--- src/hdl/aot_pkg.sv ---
package aot_pkg;

    // Line-level limits and defaults.
    localparam int          MAX_OPS_LIMIT   = 8;
    localparam logic [3:0]  MAX_OPS_RESET   = 4'd4;
    localparam int          HOLD_DEPTH_DEF  = 8;
    localparam int          HOLD_CAP_MAX    = 10;
    localparam int          QUEUE_DEPTH_DEF = 2;

    // Characters with a meaning of their own.
    localparam logic [7:0] CHAR_NUL    = 8'h00;
    localparam logic [7:0] CHAR_SEMI   = 8'h3B;
    localparam logic [7:0] CHAR_HASH   = 8'h23;
    localparam logic [7:0] CHAR_LBRK   = 8'h5B;
    localparam logic [7:0] CHAR_RBRK   = 8'h5D;
    localparam logic [7:0] CHAR_COMMA  = 8'h2C;
    localparam logic [7:0] CHAR_X      = 8'h78;
    localparam logic [7:0] CHAR_W      = 8'h77;
    localparam logic [7:0] CHAR_S      = 8'h73;
    localparam logic [7:0] CHAR_D      = 8'h64;
    localparam logic [7:0] CHAR_ZERO   = 8'h30;
    localparam logic [7:0] CHAR_SPACE  = 8'h20;

    // Result kinds.
    localparam logic [1:0] KIND_TOKEN = 2'd0;
    localparam logic [1:0] KIND_CLOSE = 2'd1;
    localparam logic [1:0] KIND_LINE  = 2'd2;

    // Operand types.
    localparam logic [2:0] TYPE_REG   = 3'd0;
    localparam logic [2:0] TYPE_IMM   = 3'd1;
    localparam logic [2:0] TYPE_MEM   = 3'd2;
    localparam logic [2:0] TYPE_ADDR  = 3'd3;
    localparam logic [2:0] TYPE_OTHER = 3'd4;

    // Operand parts.
    localparam logic [1:0] PART_PLAIN  = 2'd0;
    localparam logic [1:0] PART_BASE   = 2'd1;
    localparam logic [1:0] PART_OFFSET = 2'd2;

    typedef struct packed {
        logic [7:0] ch;
        logic       is_end;
    } t_in_item;

    typedef struct packed {
        logic [1:0] kind;
        logic [2:0] operand_type;
        logic [1:0] part;
        logic [7:0] text_char;
        logic [2:0] operand_index;
        logic [3:0] operand_total;
        logic       last_of_run;
    } t_out_item;

    typedef enum logic [3:0] {
        CH_PLAIN,
        CH_SEMI,
        CH_HASH,
        CH_LBRK,
        CH_RBRK,
        CH_COMMA,
        CH_X,
        CH_REGL,
        CH_ZERO,
        CH_SPACE
    } t_ch_code;

    typedef struct packed {
        logic [7:0] ch;
        logic       is_end;
        t_ch_code   code;
        logic       is_ws;
        logic       is_alnum;
        logic       is_hex;
    } t_cls_item;

    typedef enum logic [2:0] {
        M_START,
        M_REG,
        M_IMM,
        M_MBASE,
        M_MOFF,
        M_ADDR,
        M_OTHER
    } t_mode;

    typedef enum logic [2:0] {
        PH_FEED,
        PH_FLUSH,
        PH_TOKC,
        PH_END,
        PH_LINE
    } t_phase;

    typedef enum logic [1:0] {
        P_TOK,
        P_CLOSE,
        P_CLOSE_CONT,
        P_MOFF
    } t_post;

    function automatic logic [2:0] mode_type(input t_mode m);
        logic [2:0] t;
        case (m)
            M_IMM:   t = TYPE_IMM;
            M_MBASE: t = TYPE_MEM;
            M_MOFF:  t = TYPE_MEM;
            M_ADDR:  t = TYPE_ADDR;
            M_OTHER: t = TYPE_OTHER;
            default: t = TYPE_REG;
        endcase
        return t;
    endfunction

    function automatic logic [1:0] mode_part(input t_mode m);
        logic [1:0] p;
        case (m)
            M_MBASE: p = PART_BASE;
            M_MOFF:  p = PART_OFFSET;
            default: p = PART_PLAIN;
        endcase
        return p;
    endfunction

endpackage

--- src/hdl/asm_operand_tokenizer_top.sv ---
// Assembly operand tokenizer. Each input transfer carries one character of
// an operand string, or an end-of-line mark. Operands are sorted into
// register, immediate, bracketed memory reference (base and offset parts),
// 0x address and other; every kept character leaves as a token result
// tagged with type, part and operand index, each operand ends with a close
// result, and each line ends with a line-finished result holding the
// operand count. last_of_run marks the final result caused by an input
// transfer; a transfer may cause no result at all. A front stage registers
// and classifies each character and places it in a short queue; the back
// engine takes items from that queue and produces at most one result per
// cycle through a one-entry pending slot and an output register, so the
// input keeps flowing until the queue fills while a result waits on a
// stalled output. The engine takes one step per cycle when not stalled and
// each step sends at most one result. A non-space character inside a
// memory reference or other token is sent after each held whitespace
// character ahead of it. A character that ends an operand without being
// used up is looked at again after the close result, and a pending zero
// is sent when the next character resolves it. A semicolon or zero byte
// closes any open operand and starts a comment; an end of line closes any
// open operand, then sends the line-finished result. The engine sets the
// throughput, so plain register, immediate and address characters run at
// one item per cycle while the output is not stalled. max_operands is
// written through the configuration channel, which is always ready; it
// must only be written while the block is idle.
module asm_operand_tokenizer_top #(
    parameter int HOLD_DEPTH  = aot_pkg::HOLD_DEPTH_DEF,
    parameter int QUEUE_DEPTH = aot_pkg::QUEUE_DEPTH_DEF
) (
    input  logic                i_clk,
    input  logic                i_rst_n,
    input  logic                i_in_valid,
    output logic                o_in_stall,
    input  aot_pkg::t_in_item   i_in_data,
    output logic                o_out_valid,
    input  logic                i_out_stall,
    output aot_pkg::t_out_item  o_out_data,
    input  logic                i_cfg_valid,
    output logic                o_cfg_ready,
    input  logic [3:0]          i_cfg_data
);
    import aot_pkg::*;

    logic [3:0] r_max_ops;
    logic       fq_valid;
    logic       fq_ready;
    t_cls_item  fq_data;
    logic       qe_valid;
    logic       qe_pop;
    t_cls_item  qe_data;

    // The single configuration register is taken on every valid transfer.
    assign o_cfg_ready = 1'b1;

    always_ff @(posedge i_clk) begin
        if (!i_rst_n) begin
            r_max_ops <= MAX_OPS_RESET;
        end else if (i_cfg_valid && o_cfg_ready) begin
            r_max_ops <= i_cfg_data;
        end
    end

    // Front: input register and character classification.
    aot_front u_front (
        .i_clk      (i_clk),
        .i_rst_n    (i_rst_n),
        .i_in_valid (i_in_valid),
        .o_in_stall (o_in_stall),
        .i_in_data  (i_in_data),
        .o_q_valid  (fq_valid),
        .i_q_ready  (fq_ready),
        .o_q_data   (fq_data)
    );

    // Queue that lets the front and the engine stall independently.
    aot_queue #(
        .DEPTH (QUEUE_DEPTH)
    ) u_queue (
        .i_clk       (i_clk),
        .i_rst_n     (i_rst_n),
        .i_push      (fq_valid),
        .o_ready     (fq_ready),
        .i_push_data (fq_data),
        .o_valid     (qe_valid),
        .i_pop       (qe_pop),
        .o_data      (qe_data)
    );

    // Back: the operand state machine and result sequencer.
    aot_engine #(
        .HOLD_DEPTH (HOLD_DEPTH)
    ) u_engine (
        .i_clk       (i_clk),
        .i_rst_n     (i_rst_n),
        .i_max_ops   (r_max_ops),
        .i_q_valid   (qe_valid),
        .i_q_data    (qe_data),
        .o_q_pop     (qe_pop),
        .o_out_valid (o_out_valid),
        .i_out_stall (i_out_stall),
        .o_out_data  (o_out_data)
    );

endmodule

--- src/hdl/aot_front.sv ---
module aot_front (
    input  logic                i_clk,
    input  logic                i_rst_n,
    input  logic                i_in_valid,
    output logic                o_in_stall,
    input  aot_pkg::t_in_item   i_in_data,
    output logic                o_q_valid,
    input  logic                i_q_ready,
    output aot_pkg::t_cls_item  o_q_data
);
    import aot_pkg::*;

    logic      r_vld;
    logic      n_vld;
    t_cls_item r_item;
    t_cls_item n_item;
    logic      accept;
    logic      is_digit;
    logic      is_alpha;
    logic [7:0] c;

    assign o_in_stall = r_vld && !i_q_ready;
    assign accept     = i_in_valid && !o_in_stall;
    assign o_q_valid  = r_vld;
    assign o_q_data   = r_item;
    assign c          = i_in_data.ch;

    // Character classes; bytes of 128 and above fall into none of them.
    always_comb begin
        is_digit        = (c >= 8'h30) && (c <= 8'h39);
        is_alpha        = ((c >= 8'h61) && (c <= 8'h7A)) || ((c >= 8'h41) && (c <= 8'h5A));
        n_item.ch       = c;
        n_item.is_end   = i_in_data.is_end;
        n_item.is_ws    = (c == CHAR_SPACE) || ((c >= 8'h09) && (c <= 8'h0D));
        n_item.is_alnum = is_digit || is_alpha;
        n_item.is_hex   = is_digit || ((c >= 8'h61) && (c <= 8'h66))
                          || ((c >= 8'h41) && (c <= 8'h46));
        case (c)
            CHAR_SEMI:  n_item.code = CH_SEMI;
            CHAR_NUL:   n_item.code = CH_SEMI;
            CHAR_HASH:  n_item.code = CH_HASH;
            CHAR_LBRK:  n_item.code = CH_LBRK;
            CHAR_RBRK:  n_item.code = CH_RBRK;
            CHAR_COMMA: n_item.code = CH_COMMA;
            CHAR_X:     n_item.code = CH_X;
            CHAR_W:     n_item.code = CH_REGL;
            CHAR_S:     n_item.code = CH_REGL;
            CHAR_D:     n_item.code = CH_REGL;
            CHAR_ZERO:  n_item.code = CH_ZERO;
            CHAR_SPACE: n_item.code = CH_SPACE;
            default:    n_item.code = CH_PLAIN;
        endcase
        n_vld = accept || (r_vld && !i_q_ready);
    end

    always_ff @(posedge i_clk) begin
        if (!i_rst_n) begin
            r_vld <= 1'b0;
        end else begin
            r_vld <= n_vld;
        end
    end

    always_ff @(posedge i_clk) begin
        if (accept) begin
            r_item <= n_item;
        end
    end

endmodule

--- src/hdl/aot_queue.sv ---
module aot_queue #(
    parameter int DEPTH = aot_pkg::QUEUE_DEPTH_DEF
) (
    input  logic                i_clk,
    input  logic                i_rst_n,
    input  logic                i_push,
    output logic                o_ready,
    input  aot_pkg::t_cls_item  i_push_data,
    output logic                o_valid,
    input  logic                i_pop,
    output aot_pkg::t_cls_item  o_data
);
    import aot_pkg::*;

    localparam int PW = (DEPTH > 1) ? $clog2(DEPTH) : 1;
    localparam int CW = $clog2(DEPTH + 1);

    t_cls_item       r_mem [DEPTH];
    logic [PW-1:0]   r_wr;
    logic [PW-1:0]   r_rd;
    logic [CW-1:0]   r_cnt;
    logic [PW-1:0]   n_wr;
    logic [PW-1:0]   n_rd;
    logic [CW-1:0]   n_cnt;
    logic            do_push;
    logic            do_pop;

    assign o_ready = (r_cnt != CW'(DEPTH));
    assign o_valid = (r_cnt != '0);
    assign o_data  = r_mem[r_rd];
    assign do_push = i_push && o_ready;
    assign do_pop  = i_pop && o_valid;

    always_comb begin
        n_wr  = r_wr;
        n_rd  = r_rd;
        n_cnt = r_cnt;
        if (do_push) begin
            n_wr = (r_wr == PW'(DEPTH - 1)) ? '0 : r_wr + PW'(1);
        end
        if (do_pop) begin
            n_rd = (r_rd == PW'(DEPTH - 1)) ? '0 : r_rd + PW'(1);
        end
        if (do_push && !do_pop) begin
            n_cnt = r_cnt + CW'(1);
        end else if (do_pop && !do_push) begin
            n_cnt = r_cnt - CW'(1);
        end
    end

    always_ff @(posedge i_clk) begin
        if (!i_rst_n) begin
            r_wr  <= '0;
            r_rd  <= '0;
            r_cnt <= '0;
        end else begin
            r_wr  <= n_wr;
            r_rd  <= n_rd;
            r_cnt <= n_cnt;
        end
    end

    always_ff @(posedge i_clk) begin
        if (do_push) begin
            r_mem[r_wr] <= i_push_data;
        end
    end

endmodule

--- src/hdl/aot_engine.sv ---
module aot_engine #(
    parameter int HOLD_DEPTH = aot_pkg::HOLD_DEPTH_DEF
) (
    input  logic                i_clk,
    input  logic                i_rst_n,
    input  logic [3:0]          i_max_ops,
    input  logic                i_q_valid,
    input  aot_pkg::t_cls_item  i_q_data,
    output logic                o_q_pop,
    output logic                o_out_valid,
    input  logic                i_out_stall,
    output aot_pkg::t_out_item  o_out_data
);
    import aot_pkg::*;

    localparam int HOLD_CAP = (HOLD_DEPTH < HOLD_CAP_MAX) ? HOLD_DEPTH : HOLD_CAP_MAX;
    localparam int HCW      = $clog2(HOLD_CAP + 1);
    localparam int HIW      = (HOLD_CAP > 1) ? $clog2(HOLD_CAP) : 1;

    // Line state.
    t_mode          r_mode,   n_mode;
    logic           r_zp,     n_zp;
    logic           r_skip,   n_skip;
    logic [3:0]     r_found,  n_found;
    logic           r_cmt,    n_cmt;
    logic [HCW-1:0] r_hcnt,   n_hcnt;
    logic           r_sp_vld, n_sp_vld;
    logic [HCW-1:0] r_sp_idx, n_sp_idx;
    logic [7:0]     r_held [HOLD_CAP];

    // Per-item sequencer.
    t_phase         r_ph,     n_ph;
    logic [HCW-1:0] r_fi,     n_fi;
    logic [HCW-1:0] r_fn,     n_fn;
    t_post          r_post,   n_post;

    // Pending result and output register.
    logic           r_p_vld,  n_p_vld;
    logic           r_p_last, n_p_last;
    t_out_item      r_p,      n_p;
    logic           r_o_vld,  n_o_vld;
    t_out_item      r_o,      n_o;

    logic           out_space;
    logic           go;
    logic           move;
    logic           e_emit;
    logic           e_done;
    t_out_item      e_res;
    logic           do_close;
    logic           hold_we;
    logic           limit_hit;
    logic [3:0]     lim;
    t_cls_item      it;

    function automatic t_out_item f_tok(input t_mode m, input logic [7:0] ch,
                                        input logic [3:0] idx);
        t_out_item r;
        r.kind          = KIND_TOKEN;
        r.operand_type  = mode_type(m);
        r.part          = mode_part(m);
        r.text_char     = ch;
        r.operand_index = idx[2:0];
        r.operand_total = 4'd0;
        r.last_of_run   = 1'b0;
        return r;
    endfunction

    function automatic t_out_item f_close(input t_mode m, input logic [3:0] idx);
        t_out_item r;
        r.kind          = KIND_CLOSE;
        r.operand_type  = mode_type(m);
        r.part          = PART_PLAIN;
        r.text_char     = 8'd0;
        r.operand_index = idx[2:0];
        r.operand_total = 4'd0;
        r.last_of_run   = 1'b0;
        return r;
    endfunction

    function automatic t_out_item f_line(input logic [3:0] total);
        t_out_item r;
        r.kind          = KIND_LINE;
        r.operand_type  = TYPE_REG;
        r.part          = PART_PLAIN;
        r.text_char     = 8'd0;
        r.operand_index = 3'd0;
        r.operand_total = total;
        r.last_of_run   = 1'b0;
        return r;
    endfunction

    assign it          = i_q_data;
    assign lim         = (int'(i_max_ops) > MAX_OPS_LIMIT) ? 4'(MAX_OPS_LIMIT) : i_max_ops;
    assign limit_hit   = (r_found >= lim);
    assign out_space   = !r_o_vld || !i_out_stall;
    assign go          = !r_p_vld || out_space;
    assign o_q_pop     = e_done;
    assign o_out_valid = r_o_vld;
    assign o_out_data  = r_o;

    always_comb begin
        n_mode   = r_mode;
        n_zp     = r_zp;
        n_skip   = r_skip;
        n_found  = r_found;
        n_cmt    = r_cmt;
        n_hcnt   = r_hcnt;
        n_sp_vld = r_sp_vld;
        n_sp_idx = r_sp_idx;
        n_ph     = r_ph;
        n_fi     = r_fi;
        n_fn     = r_fn;
        n_post   = r_post;
        e_emit   = 1'b0;
        e_done   = 1'b0;
        e_res    = f_line(4'd0);
        do_close = 1'b0;
        hold_we  = 1'b0;

        if (go && i_q_valid) begin
            case (r_ph)
                PH_FEED: begin
                    if (it.is_end) begin
                        n_ph = r_cmt ? PH_LINE : PH_END;
                    end else if (r_cmt) begin
                        e_done = 1'b1;
                    end else if (it.code == CH_SEMI) begin
                        n_ph = PH_END;
                    end else if (limit_hit) begin
                        e_done = 1'b1;
                    end else begin
                        case (r_mode)
                            M_START: begin
                                if (r_zp) begin
                                    n_zp   = 1'b0;
                                    e_emit = 1'b1;
                                    if (it.code == CH_X) begin
                                        n_mode = M_ADDR;
                                        e_res  = f_tok(M_ADDR, CHAR_ZERO, r_found);
                                        n_ph   = PH_TOKC;
                                    end else begin
                                        // The zero opens an other token and the
                                        // character is looked at again.
                                        n_mode = M_OTHER;
                                        e_res  = f_tok(M_OTHER, CHAR_ZERO, r_found);
                                    end
                                end else begin
                                    e_done = 1'b1;
                                    if (it.code == CH_X || it.code == CH_REGL) begin
                                        n_mode = M_REG;
                                        e_emit = 1'b1;
                                        e_res  = f_tok(M_REG, it.ch, r_found);
                                    end else if (it.code == CH_HASH) begin
                                        n_mode = M_IMM;
                                        e_emit = 1'b1;
                                        e_res  = f_tok(M_IMM, it.ch, r_found);
                                    end else if (it.code == CH_LBRK) begin
                                        n_mode   = M_MBASE;
                                        n_hcnt   = '0;
                                        n_sp_vld = 1'b0;
                                        n_skip   = 1'b0;
                                    end else if (it.code == CH_ZERO) begin
                                        n_zp = 1'b1;
                                    end else if (!it.is_ws) begin
                                        n_mode = M_OTHER;
                                        e_emit = 1'b1;
                                        e_res  = f_tok(M_OTHER, it.ch, r_found);
                                    end
                                end
                            end
                            M_REG, M_IMM, M_ADDR: begin
                                if ((r_mode == M_REG && it.is_alnum)
                                    || (r_mode == M_IMM && (it.is_hex || it.code == CH_X))
                                    || (r_mode == M_ADDR && it.is_hex)) begin
                                    e_emit = 1'b1;
                                    e_res  = f_tok(r_mode, it.ch, r_found);
                                    e_done = 1'b1;
                                end else begin
                                    // A comma is used up; anything else starts
                                    // the next operand.
                                    do_close = 1'b1;
                                    e_done   = (it.code == CH_COMMA);
                                end
                            end
                            M_MBASE, M_MOFF: begin
                                if (it.is_ws) begin
                                    e_done = 1'b1;
                                    if (!(r_mode == M_MOFF && r_skip)) begin
                                        hold_we = 1'b1;
                                    end
                                end else begin
                                    n_skip = 1'b0;
                                    n_ph   = PH_FLUSH;
                                    n_fi   = '0;
                                    n_fn   = r_hcnt;
                                    if (it.code == CH_RBRK) begin
                                        n_post = P_CLOSE;
                                    end else if (it.code == CH_COMMA && r_mode == M_MBASE) begin
                                        n_post = P_MOFF;
                                    end else begin
                                        n_post = P_TOK;
                                    end
                                end
                            end
                            default: begin
                                if (it.is_ws) begin
                                    e_done  = 1'b1;
                                    hold_we = 1'b1;
                                end else begin
                                    n_ph = PH_FLUSH;
                                    n_fi = '0;
                                    if (r_sp_vld) begin
                                        n_fn   = r_sp_idx;
                                        n_post = P_CLOSE_CONT;
                                    end else begin
                                        n_fn   = r_hcnt;
                                        n_post = (it.code == CH_COMMA) ? P_CLOSE : P_TOK;
                                    end
                                end
                            end
                        endcase
                    end
                end
                PH_FLUSH: begin
                    if (r_fi < r_fn) begin
                        e_emit = 1'b1;
                        e_res  = f_tok(r_mode, r_held[r_fi[HIW-1:0]], r_found);
                        n_fi   = r_fi + HCW'(1);
                    end else begin
                        n_hcnt   = '0;
                        n_sp_vld = 1'b0;
                        n_ph     = PH_FEED;
                        case (r_post)
                            P_CLOSE: begin
                                do_close = 1'b1;
                                e_done   = 1'b1;
                            end
                            P_CLOSE_CONT: begin
                                do_close = 1'b1;
                            end
                            P_MOFF: begin
                                n_mode = M_MOFF;
                                n_skip = 1'b1;
                                e_done = 1'b1;
                            end
                            default: begin
                                e_emit = 1'b1;
                                e_res  = f_tok(r_mode, it.ch, r_found);
                                e_done = 1'b1;
                            end
                        endcase
                    end
                end
                PH_TOKC: begin
                    e_emit = 1'b1;
                    e_res  = f_tok(r_mode, it.ch, r_found);
                    e_done = 1'b1;
                    n_ph   = PH_FEED;
                end
                PH_END: begin
                    if (!limit_hit && r_mode == M_START && r_zp) begin
                        n_mode = M_OTHER;
                        n_zp   = 1'b0;
                        e_emit = 1'b1;
                        e_res  = f_tok(M_OTHER, CHAR_ZERO, r_found);
                    end else if (!limit_hit && r_mode != M_START) begin
                        do_close = 1'b1;
                    end else begin
                        n_zp     = 1'b0;
                        n_hcnt   = '0;
                        n_sp_vld = 1'b0;
                        n_skip   = 1'b0;
                        n_mode   = M_START;
                        if (it.is_end) begin
                            n_ph = PH_LINE;
                        end else begin
                            n_cmt  = 1'b1;
                            e_done = 1'b1;
                            n_ph   = PH_FEED;
                        end
                    end
                end
                PH_LINE: begin
                    e_emit   = 1'b1;
                    e_res    = f_line(r_found);
                    e_done   = 1'b1;
                    n_ph     = PH_FEED;
                    n_mode   = M_START;
                    n_zp     = 1'b0;
                    n_skip   = 1'b0;
                    n_found  = 4'd0;
                    n_cmt    = 1'b0;
                    n_hcnt   = '0;
                    n_sp_vld = 1'b0;
                end
                default: begin
                    n_ph = PH_FEED;
                end
            endcase
        end

        if (do_close) begin
            e_emit   = 1'b1;
            e_res    = f_close(r_mode, r_found);
            n_found  = r_found + 4'd1;
            n_hcnt   = '0;
            n_sp_vld = 1'b0;
            n_skip   = 1'b0;
            n_mode   = M_START;
        end

        if (hold_we) begin
            if (r_hcnt < HCW'(HOLD_CAP)) begin
                n_hcnt = r_hcnt + HCW'(1);
                if (it.code == CH_SPACE && !r_sp_vld) begin
                    n_sp_vld = 1'b1;
                    n_sp_idx = r_hcnt;
                end
            end
        end
    end

    // The newest result waits in the pending slot until it is known whether
    // it closes the item's run.
    always_comb begin
        move     = r_p_vld && go && (r_p_last || e_emit || e_done);
        n_p      = r_p;
        n_p_vld  = r_p_vld;
        n_p_last = r_p_last;
        n_o      = r_o;
        n_o_vld  = r_o_vld;
        if (move) begin
            n_o             = r_p;
            n_o.last_of_run = r_p_last || (e_done && !e_emit);
            n_o_vld         = 1'b1;
        end else if (out_space) begin
            n_o_vld = 1'b0;
        end
        if (e_emit) begin
            n_p      = e_res;
            n_p_vld  = 1'b1;
            n_p_last = e_done;
        end else if (move) begin
            n_p_vld = 1'b0;
        end
    end

    always_ff @(posedge i_clk) begin
        if (!i_rst_n) begin
            r_mode   <= M_START;
            r_zp     <= 1'b0;
            r_skip   <= 1'b0;
            r_found  <= 4'd0;
            r_cmt    <= 1'b0;
            r_hcnt   <= '0;
            r_sp_vld <= 1'b0;
            r_sp_idx <= '0;
            r_ph     <= PH_FEED;
            r_fi     <= '0;
            r_fn     <= '0;
            r_post   <= P_TOK;
            r_p_vld  <= 1'b0;
            r_p_last <= 1'b0;
            r_o_vld  <= 1'b0;
        end else begin
            r_mode   <= n_mode;
            r_zp     <= n_zp;
            r_skip   <= n_skip;
            r_found  <= n_found;
            r_cmt    <= n_cmt;
            r_hcnt   <= n_hcnt;
            r_sp_vld <= n_sp_vld;
            r_sp_idx <= n_sp_idx;
            r_ph     <= n_ph;
            r_fi     <= n_fi;
            r_fn     <= n_fn;
            r_post   <= n_post;
            r_p_vld  <= n_p_vld;
            r_p_last <= n_p_last;
            r_o_vld  <= n_o_vld;
        end
    end

    always_ff @(posedge i_clk) begin
        r_p <= n_p;
        r_o <= n_o;
        if (hold_we && (r_hcnt < HCW'(HOLD_CAP))) begin
            r_held[r_hcnt[HIW-1:0]] <= it.ch;
        end
    end

endmodule

--- config.mk ---
export PLATFORM = sky130hd
export DESIGN_NAME = asm_operand_tokenizer_top
export DESIGN_NICKNAME = d
export VERILOG_FILES = /design/src/hdl/aot_pkg.sv /design/src/hdl/asm_operand_tokenizer_top.sv /design/src/hdl/aot_front.sv /design/src/hdl/aot_queue.sv /design/src/hdl/aot_engine.sv
export SDC_FILE = /design/constraint.sdc
export NUM_CORES = 1
export LEC_CHECK = 0
export BUFFER_PORTS_ARGS = -buffer_cell sky130_fd_sc_hd__buf_2
export CAP_MARGIN = 40
export CELL_PAD_IN_SITES_DETAIL_PLACEMENT = 1
export CELL_PAD_IN_SITES_GLOBAL_PLACEMENT = 2
export CORE_MARGIN = 2
export CORE_UTILIZATION = 45
export CTS_BUF_LIST = sky130_fd_sc_hd__clkbuf_16
export CTS_CLUSTER_DIAMETER = 200
export DETAILED_ROUTE_END_ITERATION = 10
export GPL_TIMING_DRIVEN = 0
export PLACE_DENSITY_LB_ADDON = 0.1
export SYNTH_ARGS = -nofsm -noshare
export SYNTH_HDL_FRONTEND = slang
export SYNTH_SLANG_ARGS = --single-unit
--- constraint.sdc ---
create_clock -name i_clk -period 10.9 [get_ports i_clk]
set_input_delay 2.18 -clock i_clk [delete_from_list [all_inputs] [get_ports i_clk]]
set_output_delay 2.18 -clock i_clk [all_outputs]
set_load 0.05 [all_outputs]
==> metrics.cfg <==
[run_status]
status = complete, no violations

[die]
fp.dieW_um = 149
die-area_sq_um = 22100
placement_rows = 52
initial_core_util_pct = 46.2
core_sq_um = 20400
io_pins = 44
dieHeight_um = 149

[drt]
drt_first_pass_iters = 4
ant_nets = 0
drc_errors = 0
routed_wirelength_mm = 24.3
vias_per_cell = 5.74
routedWlPerCell_um = 21.8
drt_iter0_markers = 381
num_vias = 6379

[clock_tree]
post-cts-setup-buffers = 0
ctsResizeCount = 0
clk_path_buf_depth = 3
root_buffer = clkbuf_16
clock-sinks = 205
cts_tree = done
numCtsBuffers = 23
postCtsHoldBufs = 0
htree_levels = 1
clk_latency_ns = 0.52
clk_pin_slew_ns = 0.06

[synthesis]
ys_warn_count = 0
synth_cell_types = 81
netlist.area_leader.share_pct = 50.0
async_reset_ff_share_pct = 0
ys_ff_latch = 205
syn_avg_cell_area_sq_um = 12.6
synthTopCellsByArea = edfxtp_1, dfxtp_1, mux4_2
ys_seq_area_share_pct = 60.2
synth_nets = 778
syn_inst = 746
synthFlopType = edfxtp_1
synth_most_common_cell = edfxtp_1
synth_edf_count = 157
yosys.area.top_type = edfxtp_1
synthesis.area_sq_um = 9430
yosys-top-cells-count = edfxtp_1, nand2_1, nor2_1

[global_route]
grt_pass1_wl_mm = 38.2
antenna_found_initial = 0
grt_overflow = 0
first_global_vias = 6822
grt_use_total_pct = 22.5
grt_max_degree = 23

[timing]
setup_viol = 0
worst_slew_pin_slew_ns = 0.896
drv_slew = 0
rsz0062_at_grt = false
slew_headroom_pct = 39.8
setup_tns_ns = 0
fin_worst_skew_ns = 0.0206
max_clock_freq_ghz = 0.233
period_needed_ns = 4.30
finalHoldViolCount = 0
fin_crit_sh_pct = 39.4

[layout]
areaGrowthSynthToFinish_pct = 14.6
fin_util_pct = 52.9
drive_gt1_share_pct = 19.4
final_cell_count_no_fill = 1112
postLayoutCellArea_sq_um = 10800
nNetsFinal = 857
antenna_cells = 0

[hold_path]
min_from = u_engine.r_p[16]
hold_path.class = reg -> reg

[critical_path]
crit_start = i_out_stall
r2r_cells = 10
critPathRequiredTime_ns = 11.11
critPathKind = in -> reg
worst_setup_path_start_kind = input port
r2r-start = u_engine.r_found[0]
crit_end = u_engine.r_held[2][5]
worst-path-max-fanout = 6
r2r-end = u_engine.r_held[2][5]
arrival_ns = 4.50
reg2reg_slack_ns = 7.09
end_kind = flop

[pwr]
fin_total_pwr_mw = 2.31
ir_drop_mv = 0.121
p_leak_nw = 3.72
power_density_nw_per_um2 = 214

[placement]
gp_congestion = 0.895
dp_hpwl_mm = 18.0
postPlaceCellArea_sq_um = 10100
port_buffers = 41
post-place-cells = 1070

[flow_run]
cap_violations = 0

==> kinds of logic (layout without fill, tap and decap cells) <==
logic type	count (synthesis)	in the layout	share of synthesized area [%]
DFF	205	205	60.2
buffers and inverters	63	159	3.04
AOI/OAI and AO/OA	162	162	12.2
xor gates and xnor gates	6	6	0.557
adders and majority gates	14	14	1.86
muxes	55	55	8.32
and+or+nand+nor	240	240	13.8
other	1	1	0.0398
==> layer usage <==
| metal | part of all wire [%] | global-route usage [%] |
|---|---|---|
| met3 | 3.7 | 2.91 |
| met4 | 1.2 | 4.57 |
| met5 | 0 | 0 |
| met2 | 50 | 38.4 |
| met1 | 45 | 31.1 |
==> worst max-delay path, cell delays in order <==
cell,delay (ns)
buf_2,0.12
nand3_1,0.18
o21ai_0,0.11
buf_2,0.19
nor4_1,0.28
nand2_1,0.23
inv_1,0.21
nand2_1,0.15
nor3b_1,0.54
buf_2,0.32
==> per-stage QoR <==
| stage | hold WS, ns | setup WS (ns) |
|---|---|---|
| 2_1_floorplan | 0.400 | 6.01 |
| 3_3_place_gp | 0.401 | 4.94 |
| 3_5_place_dp | 0.407 | 6.10 |
| 4_1_cts | 0.420 | 6.62 |
| 5_1_grt | 0.426 | 6.36 |
| 6_report | 0.418 | 6.60 |
==> worst min path at each step <==
| stage | end | cells after the start |
|---|---|---|
| 5_1_grt | u_engine.o_out_data[16] | 0 |
| 3_3_place_gp | u_engine.o_out_data[3] | 0 |
| 2_1_floorplan | u_engine.o_out_data[10] | 0 |
| 6_report | u_engine.o_out_data[16] | 0 |
| 3_5_place_dp | u_engine.o_out_data[2] | 0 |
| 4_1_cts | u_engine.o_out_data[9] | 0 |
==> sequential cells by signal, summed over array words and instances (netlist names), 2 cells and up, named ones only <==
name                 cells
r_max_ops                4
u_engine.o_out_data     23
u_engine.r_fi            4
u_engine.r_fn            4
u_engine.r_found         4
u_engine.r_hcnt          4
u_engine.r_held         64
u_engine.r_mode          3
u_engine.r_p            22
u_engine.r_ph            3
u_engine.r_post          2
u_engine.r_sp_idx        4
u_front.o_q_data        16
u_queue.r_cnt            2
u_queue.r_mem           32
==> cell usage in the layout, fill, tap and decap left out, types with 11 or more instances in the layout <==
| cell type | instances |
|---|---|
| dfxtp_1 | 48 |
| ha_1 | 14 |
| clkbuf_16 | 23 |
| clkbuf_1 | 21 |
| or3_1 | 12 |
| nand2b_1 | 11 |
| o211ai_1 | 13 |
| edfxtp_1 | 157 |
| o21ai_0 | 43 |
| nand2_1 | 51 |
| a21oi_1 | 31 |
| mux2i_1 | 24 |
| nor2b_1 | 12 |
| mux2_2 | 13 |
| inv_1 | 29 |
| nand3_1 | 20 |
| buf_2 | 54 |
| nor2_1 | 51 |
| mux4_2 | 16 |
| nor3_1 | 14 |
==> report_power, final <==
part | switching [mW] | internal (mW) | total [mW]
sequential | 0.0351 | 0.949 | 0.984
clock | 0.303 | 0.434 | 0.737
combinational | 0.413 | 0.175 | 0.588
==> layout make-up <==
| cell class | count | area (sq um) |
|---|---|---|
| Multi-Input combinational cell | 478 | 3490 |
| Clock inverter | 19 | 153 |
| Fill cell | 2086 | 9620 |
| Tap cell | 270 | 338 |
| Clock buffer | 23 | 576 |
| Buffer | 36 | 185 |
| Inverter | 27 | 101 |
| Timing Repair Buffer | 54 | 292 |
| Sequential cell | 205 | 5680 |
(Power assumes the default switching activity.)
